$ cat config.mk
export PLATFORM = sky130hd
export DESIGN_NAME = button_autorepeat_scanner
export DESIGN_NICKNAME = d
export VERILOG_FILES = /design/src/hdl/bas_pkg.sv /design/src/hdl/button_autorepeat_scanner.sv
export VERILOG_INCLUDE_DIRS = /design/src /design/src/hdl
export SDC_FILE = /design/constraint.sdc
export NUM_CORES = 2
export LEC_CHECK = 0
export ABC_CLOCK_PERIOD_IN_PS = 13700
export BUFFER_PORTS_ARGS = -buffer_cell sky130_fd_sc_hd__buf_2
export CAP_MARGIN = 20
export CELL_PAD_IN_SITES_DETAIL_PLACEMENT = 0
export CELL_PAD_IN_SITES_GLOBAL_PLACEMENT = 2
export CORE_MARGIN = 2
export CORE_UTILIZATION = 40
export DETAILED_ROUTE_END_ITERATION = 6
export GPL_ROUTABILITY_DRIVEN = 0
export GPL_TIMING_DRIVEN = 0
export PLACE_DENSITY_LB_ADDON = 0.1
export SETUP_SLACK_MARGIN = 0.1
export SYNTH_ARGS = -nofsm -noshare
export SYNTH_HDL_FRONTEND = slang
export SYNTH_SLANG_ARGS = --single-unit
$ cat constraint.sdc
create_clock -name aclk -period 13.7 [get_ports aclk]
set_clock_uncertainty 0.05 [all_clocks]
set_input_delay 1.37 -clock aclk [delete_from_list [all_inputs] [get_ports aclk]]
set_output_delay 1.37 -clock aclk [all_outputs]
set_load 0.01 [all_outputs]
$ cat src/hdl/button_autorepeat_scanner_macros.svh
// Assertion macros shared by the button autorepeat scanner
`ifndef BUTTON_AUTOREPEAT_SCANNER_MACROS_SVH
`define BUTTON_AUTOREPEAT_SCANNER_MACROS_SVH

// Same-cycle implication, checked on aclk outside reset
`define BAS_ASSERT_NOW(label, ante, cons, msg) \
    label: assert property (@(posedge aclk) disable iff (!aresetn) (ante) |-> (cons)) \
        else $error(msg);

// Next-cycle implication, checked on aclk outside reset
`define BAS_ASSERT_NEXT(label, ante, cons, msg) \
    label: assert property (@(posedge aclk) disable iff (!aresetn) (ante) |=> (cons)) \
        else $error(msg);

`endif

$ cat src/hdl/bas_pkg.sv
// Types and constants of the button autorepeat scanner
package bas_pkg;

    localparam int BTN_W      = 12;
    localparam int AXIS_W     = 8;
    localparam int DIR_W      = 4;
    localparam int MS_W       = 16;
    localparam int TPM_W      = 20;
    localparam int SPAN_PROD_W = MS_W + TPM_W;
    localparam int CFG_DATA_W = 20;
    localparam int CFG_IDX_W  = 2;

    // Configuration register indexes
    typedef enum logic [CFG_IDX_W-1:0] {
        CFG_AUTOREPEAT_MODE = 2'd0,
        CFG_INITIAL_DELAY   = 2'd1,
        CFG_REPEAT_INTERVAL = 2'd2,
        CFG_TICKS_PER_MS    = 2'd3
    } cfg_index_t;

    // Register reset values
    localparam logic [MS_W-1:0]  INITIAL_DELAY_RST   = 16'd400;
    localparam logic [MS_W-1:0]  REPEAT_INTERVAL_RST = 16'd50;
    localparam logic [TPM_W-1:0] TICKS_PER_MS_RST    = 20'd1000;

    // Stick thresholds
    localparam logic [AXIS_W-1:0] AXIS_LOW  = 8'd32;
    localparam logic [AXIS_W-1:0] AXIS_HIGH = 8'd224;

    // Direction bit positions
    localparam int DIR_UP    = 0;
    localparam int DIR_DOWN  = 1;
    localparam int DIR_LEFT  = 2;
    localparam int DIR_RIGHT = 3;

endpackage

$ cat src/hdl/button_autorepeat_scanner.sv
// A poll's report is registered in the input stage and then in the output stage.
// Throughput: one poll per cycle while the output can take a report; timer compare and reload is one stage.
// A rearm poll never stalls in the input stage and gives no result.
// Reset (aresetn low at a clock edge) restores the register defaults and idles every button.
// Timer spans are products of the registers, refreshed in the cycle after a write.
`include "button_autorepeat_scanner_macros.svh"

module button_autorepeat_scanner #(
    parameter int NUM_BUTTONS = 12,
    parameter int TICK_WIDTH  = 48
) (
    input  logic                            aclk,
    input  logic                            aresetn,
    // Configuration writes
    input  logic                            cfg_wr_en,
    input  logic [bas_pkg::CFG_IDX_W-1:0]   cfg_index,
    input  logic [bas_pkg::CFG_DATA_W-1:0]  cfg_wdata,
    // Poll samples
    input  logic                            s_valid,
    output logic                            s_ready,
    input  logic                            s_rearm,
    input  logic [bas_pkg::BTN_W-1:0]       s_raw_buttons,
    input  logic [bas_pkg::AXIS_W-1:0]      s_axis_x,
    input  logic [bas_pkg::AXIS_W-1:0]      s_axis_y,
    input  logic [TICK_WIDTH-1:0]           s_now_tick,
    // Reports
    output logic                            m_valid,
    input  logic                            m_ready,
    output logic [bas_pkg::BTN_W-1:0]       m_reported_buttons,
    output logic [bas_pkg::DIR_W-1:0]       m_stick_directions,
    output logic [bas_pkg::AXIS_W-1:0]      m_stick_x_out,
    output logic [bas_pkg::AXIS_W-1:0]      m_stick_y_out
);
    import bas_pkg::*;

    localparam int EXT_W = NUM_BUTTONS + BTN_W;

    typedef struct packed {
        logic                  rearm;
        logic [BTN_W-1:0]      raw;
        logic [AXIS_W-1:0]     ax;
        logic [AXIS_W-1:0]     ay;
        logic [TICK_WIDTH-1:0] now;
    } poll_t;

    // Configuration registers
    logic              mode_reg;
    logic [MS_W-1:0]   delay_ms_reg;
    logic [MS_W-1:0]   repeat_ms_reg;
    logic [TPM_W-1:0]  tpm_reg;

    always_ff @(posedge aclk) begin
        if (!aresetn) begin
            mode_reg      <= 1'b0;
            delay_ms_reg  <= INITIAL_DELAY_RST;
            repeat_ms_reg <= REPEAT_INTERVAL_RST;
            tpm_reg       <= TICKS_PER_MS_RST;
        end else if (cfg_wr_en) begin
            case (cfg_index_t'(cfg_index))
                CFG_AUTOREPEAT_MODE: mode_reg      <= cfg_wdata[0];
                CFG_INITIAL_DELAY:   delay_ms_reg  <= cfg_wdata[MS_W-1:0];
                CFG_REPEAT_INTERVAL: repeat_ms_reg <= cfg_wdata[MS_W-1:0];
                CFG_TICKS_PER_MS:    tpm_reg       <= cfg_wdata[TPM_W-1:0];
                default: ;
            endcase
        end
    end

    // Convert the millisecond settings to tick spans, wrapped to the tick width
    logic [SPAN_PROD_W-1:0]            delay_prod;
    logic [SPAN_PROD_W-1:0]            repeat_prod;
    logic [SPAN_PROD_W+TICK_WIDTH-1:0] delay_ext;
    logic [SPAN_PROD_W+TICK_WIDTH-1:0] repeat_ext;
    logic [TICK_WIDTH-1:0]             delay_span_reg;
    logic [TICK_WIDTH-1:0]             repeat_span_reg;

    assign delay_prod  = SPAN_PROD_W'(delay_ms_reg) * SPAN_PROD_W'(tpm_reg);
    assign repeat_prod = SPAN_PROD_W'(repeat_ms_reg) * SPAN_PROD_W'(tpm_reg);
    assign delay_ext   = {{TICK_WIDTH{1'b0}}, delay_prod};
    assign repeat_ext  = {{TICK_WIDTH{1'b0}}, repeat_prod};

    always_ff @(posedge aclk) begin
        delay_span_reg  <= delay_ext[TICK_WIDTH-1:0];
        repeat_span_reg <= repeat_ext[TICK_WIDTH-1:0];
    end

    // Input stage
    logic  in_vld_reg;
    poll_t in_reg;
    logic  in_adv;
    logic  m_valid_reg;

    // A rearm poll leaves without a result; a report needs room in the output stage
    assign in_adv  = in_vld_reg && (in_reg.rearm || !m_valid_reg || m_ready);
    assign s_ready = !in_vld_reg || in_adv;

    always_ff @(posedge aclk) begin
        if (!aresetn) begin
            in_vld_reg <= 1'b0;
        end else if (s_ready) begin
            in_vld_reg <= s_valid;
        end
    end

    always_ff @(posedge aclk) begin
        if (s_valid && s_ready) begin
            in_reg <= '{rearm: s_rearm, raw: s_raw_buttons, ax: s_axis_x,
                        ay: s_axis_y, now: s_now_tick};
        end
    end

    // Per-button timers
    logic [NUM_BUTTONS-1:0] armed_reg;
    logic [NUM_BUTTONS-1:0] armed_next;
    logic [TICK_WIDTH-1:0]  timer_reg  [NUM_BUTTONS];
    logic [TICK_WIDTH-1:0]  timer_next [NUM_BUTTONS];
    logic [NUM_BUTTONS-1:0] report_vec;
    logic [EXT_W-1:0]       held_ext;
    logic [EXT_W-1:0]       report_ext;

    assign held_ext   = {{NUM_BUTTONS{1'b0}}, in_reg.raw};
    assign report_ext = {{BTN_W{1'b0}}, report_vec};

    for (genvar i = 0; i < NUM_BUTTONS; i++) begin : g_btn
        logic                  held;
        logic                  due;
        logic [TICK_WIDTH-1:0] gap;
        logic [TICK_WIDTH-1:0] reload;

        assign held   = held_ext[i];
        assign due    = !armed_reg[i] || (in_reg.now >= timer_reg[i]);
        assign gap    = (in_reg.rearm || !armed_reg[i]) ? delay_span_reg : repeat_span_reg;
        assign reload = in_reg.now + gap;

        // Decide report and next timer state for this button
        always_comb begin
            armed_next[i] = armed_reg[i];
            timer_next[i] = timer_reg[i];
            report_vec[i] = 1'b0;
            if (!mode_reg) begin
                report_vec[i] = held;
            end else if (in_reg.rearm) begin
                armed_next[i] = held;
                timer_next[i] = reload;
            end else if (held) begin
                if (due) begin
                    report_vec[i] = 1'b1;
                    armed_next[i] = 1'b1;
                    timer_next[i] = reload;
                end
            end else begin
                armed_next[i] = 1'b0;
            end
        end

        always_ff @(posedge aclk) begin
            if (in_adv) begin
                timer_reg[i] <= timer_next[i];
            end
        end
    end

    always_ff @(posedge aclk) begin
        if (!aresetn) begin
            armed_reg <= '0;
        end else if (in_adv) begin
            armed_reg <= armed_next;
        end
    end

    // Classify the stick axes
    logic [DIR_W-1:0] dirs;

    always_comb begin
        dirs            = '0;
        dirs[DIR_UP]    = in_reg.ay < AXIS_LOW;
        dirs[DIR_DOWN]  = in_reg.ay >= AXIS_HIGH;
        dirs[DIR_LEFT]  = in_reg.ax < AXIS_LOW;
        dirs[DIR_RIGHT] = in_reg.ax >= AXIS_HIGH;
    end

    // Output stage
    logic [BTN_W-1:0]  out_buttons_reg;
    logic [DIR_W-1:0]  out_dirs_reg;
    logic [AXIS_W-1:0] out_x_reg;
    logic [AXIS_W-1:0] out_y_reg;
    logic              out_load;

    assign out_load = in_adv && !in_reg.rearm;

    always_ff @(posedge aclk) begin
        if (!aresetn) begin
            m_valid_reg <= 1'b0;
        end else if (out_load) begin
            m_valid_reg <= 1'b1;
        end else if (m_ready) begin
            m_valid_reg <= 1'b0;
        end
    end

    always_ff @(posedge aclk) begin
        if (out_load) begin
            out_buttons_reg <= report_ext[BTN_W-1:0];
            out_dirs_reg    <= dirs;
            out_x_reg       <= in_reg.ax;
            out_y_reg       <= in_reg.ay;
        end
    end

    assign m_valid            = m_valid_reg;
    assign m_reported_buttons = out_buttons_reg;
    assign m_stick_directions = out_dirs_reg;
    assign m_stick_x_out      = out_x_reg;
    assign m_stick_y_out      = out_y_reg;

    // Checks
    `BAS_ASSERT_NOW(a_stall_only_on_full_output, in_vld_reg && !in_adv,
        !in_reg.rearm && m_valid_reg && !m_ready,
        "input stage stalled without a waiting report")
    `BAS_ASSERT_NEXT(a_report_follows_poll, out_load, m_valid_reg,
        "report lost after a poll left the input stage")
    `BAS_ASSERT_NEXT(a_report_subset_of_held, out_load,
        (m_reported_buttons & ~$past(in_reg.raw)) == '0,
        "button reported while not held")
    `BAS_ASSERT_NEXT(a_normal_mode_keeps_timers, !mode_reg && !cfg_wr_en,
        armed_reg == $past(armed_reg),
        "timer state changed in direct mode")

endmodule

==> results.cfg <==
[drt]
route.met2.wl_um = 146200
drc_errors = 0
vias = 69390
routed_wirelength_um = 287200
wl_met3_um = 8542
dr.pass1.iters = 7
wl_met1_um = 117400
antenna_left = 0
routed.top_layer = met4
vias_per_cell = 5.434
drt-wirelength-per-cell_um = 22.49
drt_iter0_drc = 3419

[worst_setup_path]
path_common_cell = fa_1
cp_slowest_stage_delay_ns = 0.82
regToRegStartpoint = tpm_reg[7]$_SDFFE_PN1P_
worst_path_max_delay_cell = clkbuf_1
rrSetupSlack_ns = 5.21
critPathMaxFanout = 10
timing_worst_setup_path_type = register to register
critPathTopFamily = adder cells
r2r.worst_path.cells = 20
worstPathCellList = clkbuf_1 -> nand2_1 -> fa_1 -> inv_1 -> fa_1 -> fa_1 -> fa_1 -> fa_1 -> inv_1 -> fa_1 -> inv_1 -> ha_1 -> and2_1 -> a221oi_1 -> o21ai_0 -> a31o_2 -> a2111oi_2 -> nor3_1 -> or3_1 -> o311ai_1
end_kind = register
critPathArrivalTime_ns = 9.04
path_buf_inv = 4
required_ns = 14.26
cp-start-kind = register
reg2reg_to = repeat_span_reg[33]$_DFF_P_

[floorplanning]
die_w_um = 474.8
initial_core_util_pct = 40.32
die_area_mm2 = 0.2255
fp.dieH_um = 474.8
pin_count = 138
core_area_mm2 = 0.2199
num_rows = 172

[layout]
fin_util_pct = 44.85
regArea_mm2 = 0.02335
final_common_cell = inv_1
n_fill_cell = 21180
nets = 11550
final_cell_mix = 1234 x inv_1, 1224 x ha_1, 828 x nand2_1, 685 x edfxtp_1, 587 x a21oi_1
largest_reg_flops = 576
areaGrowthSynthToFinish_pct = 11.24
multi_input_area_mm2 = 0.05954
layout-drive-gt1-share_pct = 9.225

[clock_tree]
cts.path.max_buffers = 3
h-tree-depth = 3
cts_resized = 0
hold_buffers = 0
root_buffer = clkbuf_16
clock_latency_ns = 0.78
post-cts-setup-buffers = 0
cts_buffers = 114
clk_pin_slew_ns = 0.06
cts_sinks = 824
cts_tree = built

[hold_path]
worst_hold_path_type = register to register
min_from = in_reg[50]$_DFFE_PP_
hold_depth = 0
min_to = m_stick_y_out[2]$_DFFE_PP_

[global_route]
antenna_found_initial = 4
overflow = 0
grt_usage_pct = 25.38
grt_pass1_vias = 73180
grt_pass1_wl_um = 432200
grt_max_degree = 34

[logic_synthesis]
synthArstFlopShare_pct = 0
yosysWarnings = 0
ys_seq_elements = 824
synthesis.nets = 11230
ys.flop_type = edfxtp_1
yosys-top-cells-area = edfxtp_1 23%, ha_1 17%, fa_1 12%, mux2_2 5.5%, inv_1 5.2%
synth-edff-count = 685
synth_cell_types = 101
syn-cell-area_mm2 = 0.08868
synth_area_leader_cell = edfxtp_1
syn_avg_cell_area_um2 = 9.441
synth_top_area_share_pct = 23.20
synthCells = 9393
ys_seq_area_share_pct = 26.33

[timing]
slew_violations = 0
hold_violations = 0
fin_tns_setup_ns = 0
relSlewSlack_pct = 19.87
setup_viol = 0
fin_crit_ns = 8.488
fin_crit_sh_pct = 61.96
fmax_mhz = 117.8
rsz0062_at_grt = false
hold_ws_ns = 0.3649
worstMarginPinSlew_ns = 1.196

[power]
ir_worst_vdd_v = 0.0001010
p_leak_uw = 0.04654
power_density_mw_per_mm2 = 121.2

[placement]
numPortBuffers = 136
hpwl_um = 235900

[run_status]
status = finished clean

[run]
maxCapViolCount = 0
-- synth_stat cells, types with 64 or more instances --
library cell and number:
ha_1 1224, xnor2_1 358, xor2_1 205, dfxtp_1 139, clkbuf_1 328, nand4_1 136
fa_1 512, a21boi_0 73, a21oi_1 591, o21bai_1 68, a211oi_1 76, a31oi_1 64
and3_1 66, nor2b_1 73, a21o_1 451, nor3_1 89, o21a_1 70, mux2_2 432
o21ai_0 318, edfxtp_1 685, inv_1 1234, nand2b_1 73, nand3_1 148, nand2_1 828
nor2_1 400, and2_1 324
-- per-layer routing --
layer / global-route usage, % / up-vias
met5: 0 / -
li1: - / 33320
met2: 46.90 / 1324
met3: 2.158 / 471
met1: 29.51 / 34270
met4: 11.69 / 0
-- cell families after synthesis --
group	synth area share (%)
and+or+nand+nor	12.39
AOI/OAI and AO/OA	14.69
adders and majority gates	28.83
buffers and inverters	6.674
DFF	26.33
xor gates and xnor gates	5.560
muxes	5.520
-- through the flow --
step / instances / instance area (um2) / power (uW) / setup WS [ns]
2_1_floorplan: 9393 / 88680 / 7269 / 7.339
3_3_place_gp: 12490 / 93060 / 8707 / 4.076
3_5_place_dp: 12550 / 94640 / 8813 / 5.280
4_1_cts: 12770 / 98610 / 12030 / 5.283
5_1_grt: 12770 / 98640 / 12770 / 5.084
6_report: 12770 / 98640 / 11960 / 5.212
-- where the power goes --
| group | total [uW] | leakage (uW) | switching (uW) | internal (uW) |
|---|---|---|---|---|
| combinational | 5590 | 0.0372 | 3320 | 2280 |
| clock | 3160 | 0.00192 | 1290 | 1870 |
| sequential | 3200 | 0.00737 | 142 | 3060 |
| total | 12000 | 0.0465 | 4750 | 7210 |
-- how the worst max path moves through the flow --
stage,cells after the start,start,slack (ns),end
floorplan,20,tpm_reg[6]$_SDFFE_PN1P_,7.34,repeat_span_reg[33]$_DFF_P_
global placement,7,in_reg[32]$_DFFE_PP_,4.08,timer_reg[0][96]$_DFFE_PP_
detailed placement,20,tpm_reg[7]$_SDFFE_PN1P_,5.28,repeat_span_reg[33]$_DFF_P_
CTS,20,tpm_reg[7]$_SDFFE_PN1P_,5.28,repeat_span_reg[33]$_DFF_P_
global route,20,tpm_reg[7]$_SDFFE_PN1P_,5.08,repeat_span_reg[33]$_DFF_P_
finish,20,tpm_reg[7]$_SDFFE_PN1P_,5.21,repeat_span_reg[33]$_DFF_P_
-- area by class of cell --
type	instances	area share (%)
Clock inverter	68	0.8308
Sequential cell	824	23.67
Clock buffer	148	3.190
Buffer	338	1.301
Timing Repair Buffer	201	2.187
Inverter	1235	4.699
Tap cell	2958	3.752
Multi-Input combinational cell	6996	60.36
Antenna cell	2	0.005074
-- worst register-to-register path: stages (launching register included) --
cell and delay [ns]:
dfxtp_1 0.73, clkbuf_1 0.82, nand2_1 0.18, fa_1 0.55, inv_1 0.05, fa_1 0.47
fa_1 0.56, fa_1 0.55, fa_1 0.57, inv_1 0.06, fa_1 0.54, inv_1 0.05
ha_1 0.36, and2_1 0.21, a221oi_1 0.38, o21ai_0 0.15, a31o_2 0.35, a2111oi_2 0.61
nor3_1 0.15, or3_1 0.44, o311ai_1 0.51
Power figures use the tool's default switching activity.
